==> config.mk <==
export PLATFORM = sky130hd
export DESIGN_NAME = spi_eeprom_bitbang_master_top
export DESIGN_NICKNAME = d
export VERILOG_FILES = /design/src/hdl/spiee_pkg.sv /design/src/hdl/spiee_front.sv /design/src/hdl/spiee_queue.sv /design/src/hdl/spiee_seq.sv /design/src/hdl/spi_eeprom_bitbang_master_top.sv
export SDC_FILE = /design/constraint.sdc
export NUM_CORES = 1
export LEC_CHECK = 0
export BUFFER_PORTS_ARGS = -buffer_cell sky130_fd_sc_hd__buf_2
export CAP_MARGIN = 20
export CORE_MARGIN = 5
export CORE_UTILIZATION = 60
export DETAILED_ROUTE_END_ITERATION = 12
export GPL_ROUTABILITY_DRIVEN = 0
export PLACE_DENSITY = 0.79
export SYNTH_ARGS = -nofsm -noshare
export SYNTH_HDL_FRONTEND = slang
export SYNTH_SLANG_ARGS = --single-unit
==> constraint.sdc <==
create_clock -name i_clk -period 4.54 [get_ports i_clk]
set_input_delay 1.135 -clock i_clk [delete_from_list [all_inputs] [get_ports i_clk]]
set_output_delay 1.135 -clock i_clk [all_outputs]
set_load 0.05 [all_outputs]
==> src/hdl/spiee_pkg.sv <==
// Shared types and constants for the SPI EEPROM bit-bang master.
// Holds the transfer structs, the command and sequencer enums and the opcodes.
// No dependencies; every other file in hdl/ imports this package.
`default_nettype none

package spiee_pkg;

    // Codes of the kind field on the input channel.
    localparam logic [1:0] KIND_TICK  = 2'd0;
    localparam logic [1:0] KIND_READ  = 2'd1;
    localparam logic [1:0] KIND_WRITE = 2'd2;

    // EEPROM opcodes.
    localparam logic [7:0] OP_WRITE = 8'h02;
    localparam logic [7:0] OP_READ  = 8'h03;
    localparam logic [7:0] OP_RDSR  = 8'h05;
    localparam logic [7:0] OP_WREN  = 8'h06;
    localparam logic [7:0] DUMMY_BYTE = 8'h00;

    // Depth of the command queue between front and back.
    localparam int QDEPTH = 2;
    localparam int QPTR_W = $clog2(QDEPTH);
    localparam int QCNT_W = $clog2(QDEPTH + 1);

    typedef struct packed {
        logic [1:0]  kind;
        logic [15:0] address;
        logic [7:0]  write_data;
        logic        miso;
    } t_in_item;

    typedef struct packed {
        logic       cs_n;
        logic       sclk;
        logic       mosi;
        logic       busy_res;
        logic       done_res;
        logic [7:0] read_data;
    } t_out_item;

    typedef enum logic [1:0] {
        CMD_TICK  = 2'd0,
        CMD_READ  = 2'd1,
        CMD_WRITE = 2'd2
    } t_cmd_kind;

    typedef struct packed {
        t_cmd_kind   kind;
        logic [15:0] address;
        logic [7:0]  write_data;
        logic        miso;
    } t_cmd;

    typedef struct packed {
        logic push;
        t_cmd cmd;
    } t_q_push;

    typedef struct packed {
        logic valid;
        t_cmd cmd;
    } t_q_head;

    typedef enum logic [1:0] {
        PH_IDLE   = 2'd0,
        PH_CSLOW  = 2'd1,
        PH_BITS   = 2'd2,
        PH_CSHIGH = 2'd3
    } t_phase;

    typedef enum logic [1:0] {
        FR_READ  = 2'd0,
        FR_WREN  = 2'd1,
        FR_WRITE = 2'd2,
        FR_RDSR  = 2'd3
    } t_frame;

endpackage

`default_nettype wire

==> src/hdl/spiee_front.sv <==
// Front end of the SPI EEPROM master: accepts input transfers and classifies them.
// Depends on spiee_pkg; feeds spiee_queue.
`default_nettype none

module spiee_front (
    input  wire logic               i_in_valid,
    input  spiee_pkg::t_in_item     i_in_item,
    input  wire logic               i_q_full,
    output logic                    o_in_stall,
    output spiee_pkg::t_q_push      o_push
);
    import spiee_pkg::*;

    logic known;

    // An unused kind code is accepted and dropped here, so it never reaches the sequencer.
    always_comb begin
        known                  = 1'b1;
        o_push.cmd.kind        = CMD_TICK;
        o_push.cmd.address     = i_in_item.address;
        o_push.cmd.write_data  = i_in_item.write_data;
        o_push.cmd.miso        = i_in_item.miso;
        unique case (i_in_item.kind)
            KIND_TICK:  o_push.cmd.kind = CMD_TICK;
            KIND_READ:  o_push.cmd.kind = CMD_READ;
            KIND_WRITE: o_push.cmd.kind = CMD_WRITE;
            default:    known = 1'b0;
        endcase
        o_push.push = i_in_valid && !i_q_full && known;
    end

    assign o_in_stall = i_q_full;

endmodule

`default_nettype wire

==> src/hdl/spiee_queue.sv <==
// Two-entry command queue between the front end and the pin sequencer.
// Depends on spiee_pkg.
`default_nettype none

module spiee_queue (
    input  wire logic               i_clk,
    input  wire logic               i_rst_n,
    input  spiee_pkg::t_q_push      i_push,
    input  wire logic               i_pop,
    output spiee_pkg::t_q_head      o_head,
    output logic                    o_full
);
    import spiee_pkg::*;

    t_cmd              r_mem [QDEPTH];
    logic [QPTR_W-1:0] r_wr_ptr;
    logic [QPTR_W-1:0] r_rd_ptr;
    logic [QCNT_W-1:0] r_count;
    logic [QCNT_W-1:0] n_count;
    logic              do_pop;

    assign o_full       = (r_count == QCNT_W'(QDEPTH));
    assign o_head.valid = (r_count != '0);
    assign o_head.cmd   = r_mem[r_rd_ptr];
    assign do_pop       = i_pop && o_head.valid;

    always_comb begin
        n_count = r_count;
        if (i_push.push && !do_pop) begin
            n_count = r_count + QCNT_W'(1);
        end else if (!i_push.push && do_pop) begin
            n_count = r_count - QCNT_W'(1);
        end
    end

    always_ff @(posedge i_clk) begin
        if (i_push.push) begin
            r_mem[r_wr_ptr] <= i_push.cmd;
        end
    end

    always_ff @(posedge i_clk) begin
        if (!i_rst_n) begin
            r_wr_ptr <= '0;
            r_rd_ptr <= '0;
            r_count  <= '0;
        end else begin
            r_count <= n_count;
            if (i_push.push) begin
                r_wr_ptr <= r_wr_ptr + QPTR_W'(1);
            end
            if (do_pop) begin
                r_rd_ptr <= r_rd_ptr + QPTR_W'(1);
            end
        end
    end

`ifndef SYNTHESIS
    a_no_push_when_full : assert property (@(posedge i_clk) disable iff (!i_rst_n)
        o_full |-> !i_push.push)
        else $error("queue pushed while full");
    a_count_in_range : assert property (@(posedge i_clk) disable iff (!i_rst_n)
        r_count <= QCNT_W'(QDEPTH))
        else $error("queue count beyond depth");
    a_pop_then_count : assert property (@(posedge i_clk) disable iff (!i_rst_n)
        (do_pop && !i_push.push) |=> (r_count == $past(r_count) - QCNT_W'(1)))
        else $error("queue count did not follow a pop");
`endif

endmodule

`default_nettype wire

==> src/hdl/spiee_seq.sv <==
// Pin sequencer of the SPI EEPROM master: runs the frame sequences and owns the
// output register. Depends on spiee_pkg; takes commands from spiee_queue.
`default_nettype none

module spiee_seq #(
    parameter int ADDR_WIDTH = 16
) (
    input  wire logic               i_clk,
    input  wire logic               i_rst_n,
    input  spiee_pkg::t_q_head      i_head,
    output logic                    o_pop,
    output logic                    o_out_valid,
    input  wire logic               i_out_stall,
    output spiee_pkg::t_out_item    o_out_item
);
    import spiee_pkg::*;

    localparam int FRAME_W = ADDR_WIDTH + 16;
    localparam int CNT_W   = $clog2(FRAME_W + 1);

    t_phase                r_phase;
    t_phase                n_phase;
    t_frame                r_frame;
    t_frame                n_frame;
    logic [FRAME_W-1:0]    r_tx;
    logic [FRAME_W-1:0]    n_tx;
    logic [7:0]            r_rx;
    logic [7:0]            n_rx;
    logic                  r_rx_pending;
    logic                  n_rx_pending;
    logic [CNT_W-1:0]      r_bits;
    logic [CNT_W-1:0]      n_bits;
    logic                  r_clock_half;
    logic                  n_clock_half;
    logic [ADDR_WIDTH-1:0] r_park_addr;
    logic [ADDR_WIDTH-1:0] n_park_addr;
    logic [7:0]            r_park_data;
    logic [7:0]            n_park_data;
    logic [7:0]            r_held;
    logic [7:0]            n_held;
    logic                  r_out_valid;
    t_out_item             r_out;
    t_out_item             n_out;

    logic                      slot_free;
    logic                      is_tick;
    logic                      is_req;
    logic [7:0]                rx_now;
    logic [ADDR_WIDTH+15:0]    addr_wide;
    logic [ADDR_WIDTH-1:0]     addr_cut;

    // Frame contents, left aligned so that the MSB is always the next bit out.
    function automatic logic [FRAME_W-1:0] frame_bits(input t_frame f,
                                                      input logic [ADDR_WIDTH-1:0] a,
                                                      input logic [7:0] d);
        logic [FRAME_W-1:0] v;
        begin
            unique case (f)
                FR_READ:  v = {OP_READ, a, DUMMY_BYTE};
                FR_WRITE: v = {OP_WRITE, a, d};
                FR_WREN:  v = {OP_WREN, (FRAME_W - 8)'(0)};
                FR_RDSR:  v = {OP_RDSR, DUMMY_BYTE, (FRAME_W - 16)'(0)};
            endcase
            return v;
        end
    endfunction

    function automatic logic [CNT_W-1:0] frame_len(input t_frame f);
        logic [CNT_W-1:0] v;
        begin
            unique case (f)
                FR_READ, FR_WRITE: v = CNT_W'(FRAME_W);
                FR_WREN:           v = CNT_W'(8);
                FR_RDSR:           v = CNT_W'(16);
            endcase
            return v;
        end
    endfunction

    assign slot_free = !r_out_valid || !i_out_stall;
    assign is_tick   = (i_head.cmd.kind == CMD_TICK);
    assign is_req    = (i_head.cmd.kind == CMD_READ) || (i_head.cmd.kind == CMD_WRITE);
    assign o_pop     = i_head.valid && (!is_tick || slot_free);

    // MISO of a clock-high sample arrives with the following tick.
    assign rx_now    = r_rx_pending ? {r_rx[6:0], i_head.cmd.miso} : r_rx;
    assign addr_wide = {{ADDR_WIDTH{1'b0}}, i_head.cmd.address};
    assign addr_cut  = addr_wide[ADDR_WIDTH-1:0];

    // Next phase.
    always_comb begin
        n_phase = r_phase;
        if (is_req) begin
            if (r_phase == PH_IDLE) begin
                n_phase = PH_CSLOW;
            end
        end else if (is_tick) begin
            unique case (r_phase)
                PH_IDLE:  n_phase = PH_IDLE;
                PH_CSLOW: n_phase = PH_BITS;
                PH_BITS: begin
                    if (r_bits == '0) begin
                        n_phase = PH_CSHIGH;
                    end else if (r_clock_half && r_bits == CNT_W'(1)) begin
                        n_phase = PH_CSHIGH;
                    end
                end
                PH_CSHIGH: begin
                    unique case (r_frame)
                        FR_READ:           n_phase = PH_IDLE;
                        FR_WREN, FR_WRITE: n_phase = PH_CSLOW;
                        FR_RDSR:           n_phase = rx_now[0] ? PH_CSLOW : PH_IDLE;
                    endcase
                end
            endcase
        end
    end

    // Datapath and pin outputs.
    always_comb begin
        n_frame      = r_frame;
        n_tx         = r_tx;
        n_rx         = r_rx;
        n_rx_pending = r_rx_pending;
        n_bits       = r_bits;
        n_clock_half = r_clock_half;
        n_park_addr  = r_park_addr;
        n_park_data  = r_park_data;
        n_held       = r_held;
        n_out.cs_n   = 1'b1;
        n_out.sclk   = 1'b0;
        n_out.mosi   = 1'b0;
        n_out.done_res = 1'b0;

        unique case (i_head.cmd.kind)
            CMD_READ, CMD_WRITE: begin
                if (r_phase == PH_IDLE) begin
                    n_rx         = '0;
                    n_rx_pending = 1'b0;
                    n_clock_half = 1'b0;
                    n_park_addr  = addr_cut;
                    n_park_data  = i_head.cmd.write_data;
                    n_frame      = (i_head.cmd.kind == CMD_WRITE) ? FR_WREN : FR_READ;
                    n_tx         = frame_bits(n_frame, addr_cut, 8'h00);
                    n_bits       = frame_len(n_frame);
                end
            end
            CMD_TICK: begin
                n_rx         = rx_now;
                n_rx_pending = 1'b0;
                unique case (r_phase)
                    PH_IDLE: ;
                    PH_CSLOW: n_out.cs_n = 1'b0;
                    PH_BITS: begin
                        n_out.cs_n = 1'b0;
                        if (r_bits != '0) begin
                            n_out.mosi = r_tx[FRAME_W-1];
                            if (!r_clock_half) begin
                                n_clock_half = 1'b1;
                            end else begin
                                n_out.sclk   = 1'b1;
                                n_clock_half = 1'b0;
                                n_rx_pending = 1'b1;
                                n_bits       = r_bits - CNT_W'(1);
                                n_tx         = {r_tx[FRAME_W-2:0], 1'b0};
                            end
                        end
                    end
                    PH_CSHIGH: begin
                        unique case (r_frame)
                            FR_READ: begin
                                n_held         = rx_now;
                                n_out.done_res = 1'b1;
                            end
                            FR_WREN: begin
                                n_frame      = FR_WRITE;
                                n_tx         = frame_bits(FR_WRITE, r_park_addr, r_park_data);
                                n_bits       = frame_len(FR_WRITE);
                                n_clock_half = 1'b0;
                            end
                            FR_WRITE: begin
                                n_frame      = FR_RDSR;
                                n_tx         = frame_bits(FR_RDSR, r_park_addr, r_park_data);
                                n_bits       = frame_len(FR_RDSR);
                                n_clock_half = 1'b0;
                            end
                            FR_RDSR: begin
                                if (rx_now[0]) begin
                                    n_tx         = frame_bits(FR_RDSR, r_park_addr, r_park_data);
                                    n_bits       = frame_len(FR_RDSR);
                                    n_clock_half = 1'b0;
                                end else begin
                                    n_out.done_res = 1'b1;
                                end
                            end
                        endcase
                    end
                endcase
            end
            default: ;
        endcase

        n_out.busy_res  = (n_phase != PH_IDLE);
        n_out.read_data = n_held;
    end

    always_ff @(posedge i_clk) begin
        if (!i_rst_n) begin
            r_phase      <= PH_IDLE;
            r_frame      <= FR_READ;
            r_rx         <= '0;
            r_rx_pending <= 1'b0;
            r_bits       <= '0;
            r_clock_half <= 1'b0;
            r_held       <= '0;
            r_out_valid  <= 1'b0;
        end else begin
            if (o_pop) begin
                r_phase      <= n_phase;
                r_frame      <= n_frame;
                r_rx         <= n_rx;
                r_rx_pending <= n_rx_pending;
                r_bits       <= n_bits;
                r_clock_half <= n_clock_half;
                r_held       <= n_held;
            end
            if (o_pop && is_tick) begin
                r_out_valid <= 1'b1;
            end else if (!i_out_stall) begin
                r_out_valid <= 1'b0;
            end
        end
    end

    always_ff @(posedge i_clk) begin
        if (o_pop) begin
            r_tx        <= n_tx;
            r_park_addr <= n_park_addr;
            r_park_data <= n_park_data;
        end
        if (o_pop && is_tick) begin
            r_out <= n_out;
        end
    end

    assign o_out_valid = r_out_valid;
    assign o_out_item  = r_out;

`ifndef SYNTHESIS
    a_done_ends_busy : assert property (@(posedge i_clk) disable iff (!i_rst_n)
        (r_out_valid && r_out.done_res) |-> !r_out.busy_res)
        else $error("done sample still reports busy");
    a_sclk_needs_cs : assert property (@(posedge i_clk) disable iff (!i_rst_n)
        (r_out_valid && r_out.sclk) |-> !r_out.cs_n)
        else $error("serial clock high with chip select inactive");
    a_half_only_in_bits : assert property (@(posedge i_clk) disable iff (!i_rst_n)
        r_clock_half |-> (r_phase == PH_BITS))
        else $error("clock half flag set outside the bit phase");
    a_no_pop_into_full_slot : assert property (@(posedge i_clk) disable iff (!i_rst_n)
        (o_pop && is_tick) |-> slot_free)
        else $error("tick popped with the output register occupied");
`endif

endmodule

`default_nettype wire

==> src/hdl/spi_eeprom_bitbang_master_top.sv <==
// Top level of the SPI EEPROM bit-bang master (25-series, mode 0).
// Depends on spiee_pkg and instantiates spiee_front, spiee_queue and spiee_seq.
`default_nettype none

// Usage
// The input channel (i_in_valid, o_in_stall, i_in_item) carries ticks and requests.
// A tick asks for one pin sample; it always yields exactly one result transfer on
// the output channel (o_out_valid, i_out_stall, o_out_item) with cs_n, sclk, mosi,
// busy, done and the last byte read. A read or write request yields no result; it
// starts a frame sequence if the sequencer is idle and is otherwise ignored, as is
// the unused kind code. The miso field of a tick is the level seen during the
// sample driven before it.
// Throughput is one item per clock cycle, sustained unless the receiver stalls: the
// front end classifies an item in the cycle it is accepted, a two-entry queue
// decouples it from the pin sequencer, and the sequencer handles one command per
// cycle. The result of a tick passes through the queue to the output register.
// When the receiver stalls, the result is held in the output register, ticks back
// up into the queue, and o_in_stall rises once the queue holds two commands.
// Requests drain in order while the output stalls, until a tick heads the queue.
// Reset (synchronous, active low) empties the queue and the output register and
// returns the sequencer to idle with a held read byte of zero.
module spi_eeprom_bitbang_master_top #(
    parameter int ADDR_WIDTH = 16
) (
    input  wire logic               i_clk,
    input  wire logic               i_rst_n,
    input  wire logic               i_in_valid,
    output logic                    o_in_stall,
    input  spiee_pkg::t_in_item     i_in_item,
    output logic                    o_out_valid,
    input  wire logic               i_out_stall,
    output spiee_pkg::t_out_item    o_out_item
);
    import spiee_pkg::*;

    t_q_push q_push;
    t_q_head q_head;
    logic    q_full;
    logic    q_pop;

    // Front end: takes input transfers and turns them into queue commands.
    spiee_front u_front (
        .i_in_valid (i_in_valid),
        .i_in_item  (i_in_item),
        .i_q_full   (q_full),
        .o_in_stall (o_in_stall),
        .o_push     (q_push)
    );

    // Short queue so that the two halves stall independently.
    spiee_queue u_queue (
        .i_clk   (i_clk),
        .i_rst_n (i_rst_n),
        .i_push  (q_push),
        .i_pop   (q_pop),
        .o_head  (q_head),
        .o_full  (q_full)
    );

    // Back end: frame sequencer and output register.
    spiee_seq #(
        .ADDR_WIDTH (ADDR_WIDTH)
    ) u_seq (
        .i_clk       (i_clk),
        .i_rst_n     (i_rst_n),
        .i_head      (q_head),
        .o_pop       (q_pop),
        .o_out_valid (o_out_valid),
        .i_out_stall (i_out_stall),
        .o_out_item  (o_out_item)
    );

`ifndef SYNTHESIS
    a_stall_held_result : assert property (@(posedge i_clk) disable iff (!i_rst_n)
        (o_out_valid && i_out_stall) |=> (o_out_valid && $stable(o_out_item)))
        else $error("stalled result changed or vanished");
    a_idle_tick_pins : assert property (@(posedge i_clk) disable iff (!i_rst_n)
        (o_out_valid && !o_out_item.busy_res && !o_out_item.done_res)
            |-> (o_out_item.cs_n && !o_out_item.sclk && !o_out_item.mosi))
        else $error("idle sample drives active pins");
    a_stall_only_when_full : assert property (@(posedge i_clk) disable iff (!i_rst_n)
        o_in_stall |-> q_full)
        else $error("input stalled with room in the queue");
`endif

endmodule

`default_nettype wire
==> results of run 1 <==
## sequential cells by signal (all words and copies together), names as in the netlist, 2 cells and up, named ones only
signal / flops
u_seq.r_rx: 8
u_seq.r_held: 8
u_seq.r_park_addr: 16
u_queue.r_count: 2
u_seq.r_park_data: 8
u_queue.r_mem: 54
u_seq.r_phase: 2
u_seq.r_bits: 6
u_seq.r_tx: 32
u_seq.o_out_item: 13
u_seq.r_frame: 2
## cells in the mapped netlist, types with 2 or more instances
cell type	number	area share
o31ai_1	3	0.0035
or3_1	2	0.0020
ha_1	13	0.025
a22o_1	7	0.0096
a31oi_1	9	0.0088
nor2b_1	12	0.012
buf_1	4	0.0023
o22ai_1	10	0.0098
nand3_1	4	0.0031
mux2_2	25	0.044
edfxtp_1	123	0.58
a22oi_1	15	0.018
nand2_1	76	0.045
or4_1	3	0.0035
clkbuf_1	15	0.0088
nor2_1	20	0.012
o21ai_0	18	0.014
buf_2	4	0.0031
a21oi_1	26	0.020
xor2_1	3	0.0041
o211ai_1	2	0.0023
mux2i_1	5	0.0078
a21o_1	3	0.0035
nor3b_1	3	0.0035
nor3_1	6	0.0047
xnor2_1	2	0.0027
inv_1	14	0.0082
a221o_1	2	0.0031
and2_1	9	0.0088
dfxtp_1	34	0.11
## cell type report
class                      count  area, um2  area share
sequential                   157       4374      0.5948
clock inverter                15      146.4     0.01990
timing repair buffer          56      331.6     0.04508
clock buffer                  17      414.1     0.05631
tap                          136      170.2     0.02314
inverter                      14      52.55    0.007145
multi-input combinational    293       1866      0.2537
## per-layer routing
metal | vias up | GRT usage | routed length (um)
met5 | - | 0 | 0
met4 | 0 | 0.09615 | 347
met3 | 27 | 0.04706 | 489
met2 | 114 | 0.3136 | 5670
met1 | 1926 | 0.2315 | 4839
li1 | 1915 | - | -
## per-stage QoR
stage / power, mW / area [um2] / utilization / cells / worst slack, ns
floorplan: 3.006 / 6389 / - / 488 / 0.8388
global placement: 3.258 / 6755 / 0.6514 / 654 / 1.202
detailed placement: 3.324 / 6794 / 0.6552 / 656 / 1.088
CTS: 4.657 / 7355 / 0.7092 / 688 / 1.236
global route: 4.888 / 7355 / 0.7092 / 688 / 0.9558
finish: 4.634 / 7355 / 0.7092 / 688 / 1.250
## critical path: stages (launching register included)
cell	delay [ns]
dfxtp_1	0.38
mux2i_1	0.26
ha_1	0.34
mux2i_1	0.19
a311oi_2	0.19
buf_4	0.27
o211ai_1	0.28
or2_1	0.36
inv_1	0.30
buf_4	0.38
## where the power goes
group	internal [mW]	switching [mW]
clock	0.778	0.549
combinational	0.420	0.760
sequential	2.00	0.125
total	3.20	1.43
## kinds of logic after synthesis
family / Yosys count / share of synthesized area
compound gates: 105 / 0.1083
xor+xnor: 5 / 0.006856
fa+ha+maj: 13 / 0.02546
buf+inv: 38 / 0.02370
flops: 157 / 0.6847
mux: 30 / 0.05190
simple gates: 140 / 0.09910
## cell usage in the layout, fill, tap and decap left out, types with 3 or more instances in the layout
| cell type | instances |
|---|---|
| nor2b_1 | 11 |
| o31ai_1 | 3 |
| buf_2 | 45 |
| clkinv_2 | 3 |
| a22o_1 | 7 |
| nor2_1 | 20 |
| ha_1 | 13 |
| a31oi_1 | 9 |
| nand2_1 | 76 |
| a21oi_1 | 26 |
| buf_4 | 9 |
| nor3_1 | 6 |
| edfxtp_1 | 123 |
| nand3_1 | 4 |
| nor3b_1 | 3 |
| a21o_1 | 3 |
| dfxtp_1 | 34 |
| inv_1 | 14 |
| clkbuf_16 | 16 |
| and2_1 | 9 |
| clkinvlp_4 | 5 |
| xor2_1 | 3 |
| or4_1 | 3 |
| mux2i_1 | 5 |
| o22ai_1 | 10 |
| mux2_2 | 25 |
| a22oi_1 | 15 |
| o21ai_0 | 18 |
## worst max-delay path by stage
stage | startpoint | endpoint | depth (start not counted)
2_1_floorplan | flip-flop | u_seq.r_tx[0] | 10
3_3_place_gp | i_out_stall | u_seq.r_tx[0] | 7
3_5_place_dp | i_out_stall | u_seq.r_tx[3] | 7
4_1_cts | flip-flop | u_seq.r_tx[22] | 9
5_1_grt | flip-flop | u_seq.r_tx[22] | 9
6_report | flip-flop | u_seq.r_tx[22] | 9
==> flow_metrics.tcl, run 1 <==
set metrics [dict create \
    grt_pass1_wl_um 19040 \
    synth-seq-cells 157 \
    crit-reg2reg-capture "u_seq.r_tx[22]" \
    worstHoldStart "u_seq.r_held[3]" \
    timing.slew.headroom 0.3283 \
    ant_nets 0 \
    initial_antenna_violation_count 0 \
    mappedNetlistNets 532 \
    diodes 0 \
    route.vias.total 3982 \
    critPathArrivalTime_ns 3.49 \
    synth-edff-count 123 \
    maximum_root_to_sink_buffer_count 2 \
    design.core.area_um2 10370 \
    grt_max_degree 28 \
    hold_slack_ns 0.4580 \
    die_area_um2 12810 \
    async_flop_share 0 \
    syn_inst 488 \
    timing.critical_path.fanout_max 23 \
    via_per_inst 5.788 \
    portBuffers 45 \
    rsz0062_at_grt "false" \
    signed_area_change_from_the_synthesized_netlist_to_the_final_layout_pct 15.12 \
    run_status "complete, no violations" \
    wl_per_cell_um 16.49 \
    final-hold-violation-count 0 \
    power_density_nw_per_um2 630.0 \
    tritoncts "built" \
    mappedNetlistArea_um2 6389 \
    yosysWarningCount 0 \
    floorplan.die.height_um 113.2 \
    via_count_of_the_first_global_routing_pass 3993 \
    setup.worst_path.end_class "flip-flop" \
    dp_hpwl_um 7249 \
    count_of_final_setup_violators 0 \
    grt_util_all_layers 0.1895 \
    initial_core_util 0.6161 \
    worstHoldPathCells 2 \
    yosys_most_used_dff "edfxtp_1" \
    number_of_h_tree_levels 4 \
    cts_hold_buffers 0 \
    clock.fmax_ghz 0.3039 \
    grt.overflow.total 0 \
    ios 46 \
    rrSetupSlack_ns 1.25 \
    cp-start-kind "flip-flop" \
    path_clk_slew_ns 0.06 \
    post-cts-setup-buffers 0 \
    drv_cap 0 \
    rows 37 \
    n_fill_cell 725 \
    clock_buffers_created_by_tritoncts 17 \
    timing.critical_path.required_ns 4.74 \
    layout-drive-gt1-share 0.2083 \
    total_leakage_power_nw 2.653 \
    final_nets 583 \
    slew_viol_final 0 \
    synth_sequential_area_ratio 0.6847 \
    drt-pass1-iter-count 5 \
    drc_errors 0 \
    clk-insertion-delay-late_ns 0.53 \
    cts_resized 0 \
    route.final.wire_length_um 11350 \
    setup_total_negative_slack_ns 0 \
    initial_detailed_routing_violation_count 302 \
    post_synth_num_cell_types 46 \
    clock_sinks 157 \
    fin_worst_skew_ns 0.008086 \
    cts_root_buffer "clkbuf_8" \
    timing.hold.worst_endpoint "u_seq.r_held[3]" \
    die_width_um 113.2 \
    ir_worst_vdd_mv 0.3841 \
    final.min_clock_period_ns 3.290 \
    synth.avg_cell_area_um2 13.09 \
    hold_path_class "reg2reg" \
    worstSetupPathType "reg2reg" \
    post_route_clock_period_utilization 0.7247 \
    tightestPinTransition_ns 1.006 \
    reg2regPathDepth 9 \
]
Note: power is estimated with default switching activity, not from simulation.
==> run 2: changes to the inputs <==
==> constraint.sdc (replaced) <==
create_clock -name i_clk -period 3.4 [get_ports i_clk]
set_input_delay 0.85 -clock i_clk [delete_from_list [all_inputs] [get_ports i_clk]]
set_output_delay 0.85 -clock i_clk [all_outputs]
set_load 0.05 [all_outputs]
==> run 2 against run 1 <==
Effect of this change:
- final cell count up 0.44%
- worst setup slack worse by 0.95 ns
- clock power up 28%
- global-route usage up 0.13 points
- utilization down 0.17 points
- clock skew up 0.0020 ns
- routed wire length down 0.25%
- largest cell class unchanged
- register-to-register slack worse by 0.95 ns
- count of clock-buffer cells in the layout up 2
- critical path type unchanged
- first-iteration DRC count down 16%
- sequential cell count unchanged
- cell area down 0.24%
==> flow_metrics.tcl, run 2 (synthesis results as in run 1) <==
set metrics [dict create \
    layout.cells.most_common "edfxtp_1" \
    clock.fmax_ghz 0.3226 \
    ant_nets 0 \
    p_total_mw 6.125 \
    fin_worst_skew_ns 0.01008 \
    layout-drive-gt1-share 0.2144 \
    post_route_clock_period_utilization 0.9118 \
    timing.critical_path.fanout_max 32 \
    cp-start-kind "flip-flop" \
    grt_pass1_wl_um 19060 \
    route.vias.total 3967 \
    rows 37 \
    diodes 0 \
    clk-insertion-delay-late_ns 0.53 \
    wl_per_cell_um 16.38 \
    grt_util_all_layers 0.1908 \
    reg2regPathDepth 7 \
    die_width_um 113.2 \
    path_clk_slew_ns 0.06 \
    run_status "complete, no violations" \
    floorplan.die.height_um 113.2 \
    rsz0062_at_grt "false" \
    drt-pass1-iter-count 5 \
    cts_root_buffer "clkbuf_8" \
    ios 46 \
    clock_sinks 157 \
    top_regs "u_queue.r_mem (54), u_seq.r_tx (32), u_seq.r_park_addr (16)" \
    cts_resized 0 \
    timing.critical_path.required_ns 3.47 \
    count_of_final_setup_violators 0 \
    number_of_h_tree_levels 4 \
    initial_detailed_routing_violation_count 255 \
    clock_buffers_created_by_tritoncts 17 \
    via_count_of_the_first_global_routing_pass 4057 \
    register_with_the_highest_flop_count "u_queue.r_mem" \
    largest_reg_flops 54 \
    critPathArrivalTime_ns 3.17 \
    worstHoldStart "u_seq.r_held[4]" \
    grt.overflow.total 0 \
    timing.slew.headroom 0.4057 \
    endpoint "u_seq.r_tx[1]" \
    drc_errors 0 \
    final.min_clock_period_ns 3.100 \
    final_nets 586 \
    die_area_um2 12810 \
    power_density_nw_per_um2 834.7 \
    mostFrequentLayoutCells "edfxtp_1, nand2_1, buf_2" \
    hold_path_class "reg2reg" \
    dp_hpwl_um 7289 \
    ir_worst_vdd_mv 0.5042 \
    route.final.wire_length_um 11320 \
    cts_hold_buffers 0 \
    final-hold-violation-count 0 \
    initial_antenna_violation_count 0 \
    tritoncts "built" \
    total_leakage_power_nw 2.645 \
    via_per_inst 5.741 \
    initial_core_util 0.6161 \
    worstSetupPathType "reg2reg" \
    crit-reg2reg-capture "u_seq.r_tx[1]" \
    rrSetupSlack_ns 0.30 \
    signed_area_change_from_the_synthesized_netlist_to_the_final_layout_pct 14.85 \
    portBuffers 45 \
    tightestPinTransition_ns 0.8881 \
    setup_total_negative_slack_ns 0 \
    setup.worst_path.end_class "flip-flop" \
    drv_cap 0 \
    n_fill_cell 713 \
    maximum_root_to_sink_buffer_count 2 \
    post-cts-setup-buffers 0 \
    grt_max_degree 33 \
    design.core.area_um2 10370 \
    slew_viol_final 0 \
]
[run 2: worst max-delay path, cell delays in order, from the launching register on]
cell        delay (ns)
dfxtp_1           0.42
mux2i_1           0.28
ha_1              0.33
mux2i_1           0.29
a311oi_2          0.08
o211ai_1          0.31
or2_1             0.31
clkinvlp_4        0.59
[run 2: per-layer routing]
layer / GRT usage / up-vias / routed length (um)
li1: - / 1921 / -
met1: 0.2329 / 1911 / 4737
met2: 0.3203 / 117 / 5799
met3: 0.04064 / 18 / 557
met4: 0.09856 / 0 / 223
met5: 0 / - / 0
[run 2: layout make-up]
type,instances,area (um2),area share
tap,136,170.2,0.02319
clock inverter,13,118.9,0.01620
sequential,157,4374,0.5962
timing repair buffer,59,330.3,0.04502
multi-input combinational,293,1866,0.2543
inverter,14,56.30,0.007674
clock buffer,19,421.7,0.05747
[run 2: where the power goes]
part / total (mW) / internal [mW] / switching, mW
logic: 1.58 / 0.567 / 1.02
registers: 2.85 / 2.67 / 0.172
clock network: 1.70 / 0.971 / 0.725
[run 2: per-stage QoR]
stage,cells,cell area (um2),util,setup WS (ns),hold slack [ns]
CTS,691,7337,0.7075,0.2915,0.4565
detailed placement,659,6797,0.6554,0.2929,0.4472
global route,691,7337,0.7075,0.006205,0.4904
finish,691,7337,0.7075,0.2998,0.4574
global placement,659,6797,0.6554,0.4432,0.4418
floorplan,488,6394,-,0.09823,0.4366
[run 2: worst min-delay path by stage]
stage / cells past startpoint / slack, ns / endpoint
after floorplan: 2 / 0.44 / u_seq.r_held[1]
after global placement: 2 / 0.44 / u_seq.r_held[5]
after detailed placement: 2 / 0.45 / u_seq.r_held[4]
after CTS: 2 / 0.46 / u_seq.r_held[4]
after global routing: 2 / 0.49 / u_seq.r_held[7]
final: 2 / 0.46 / u_seq.r_held[4]
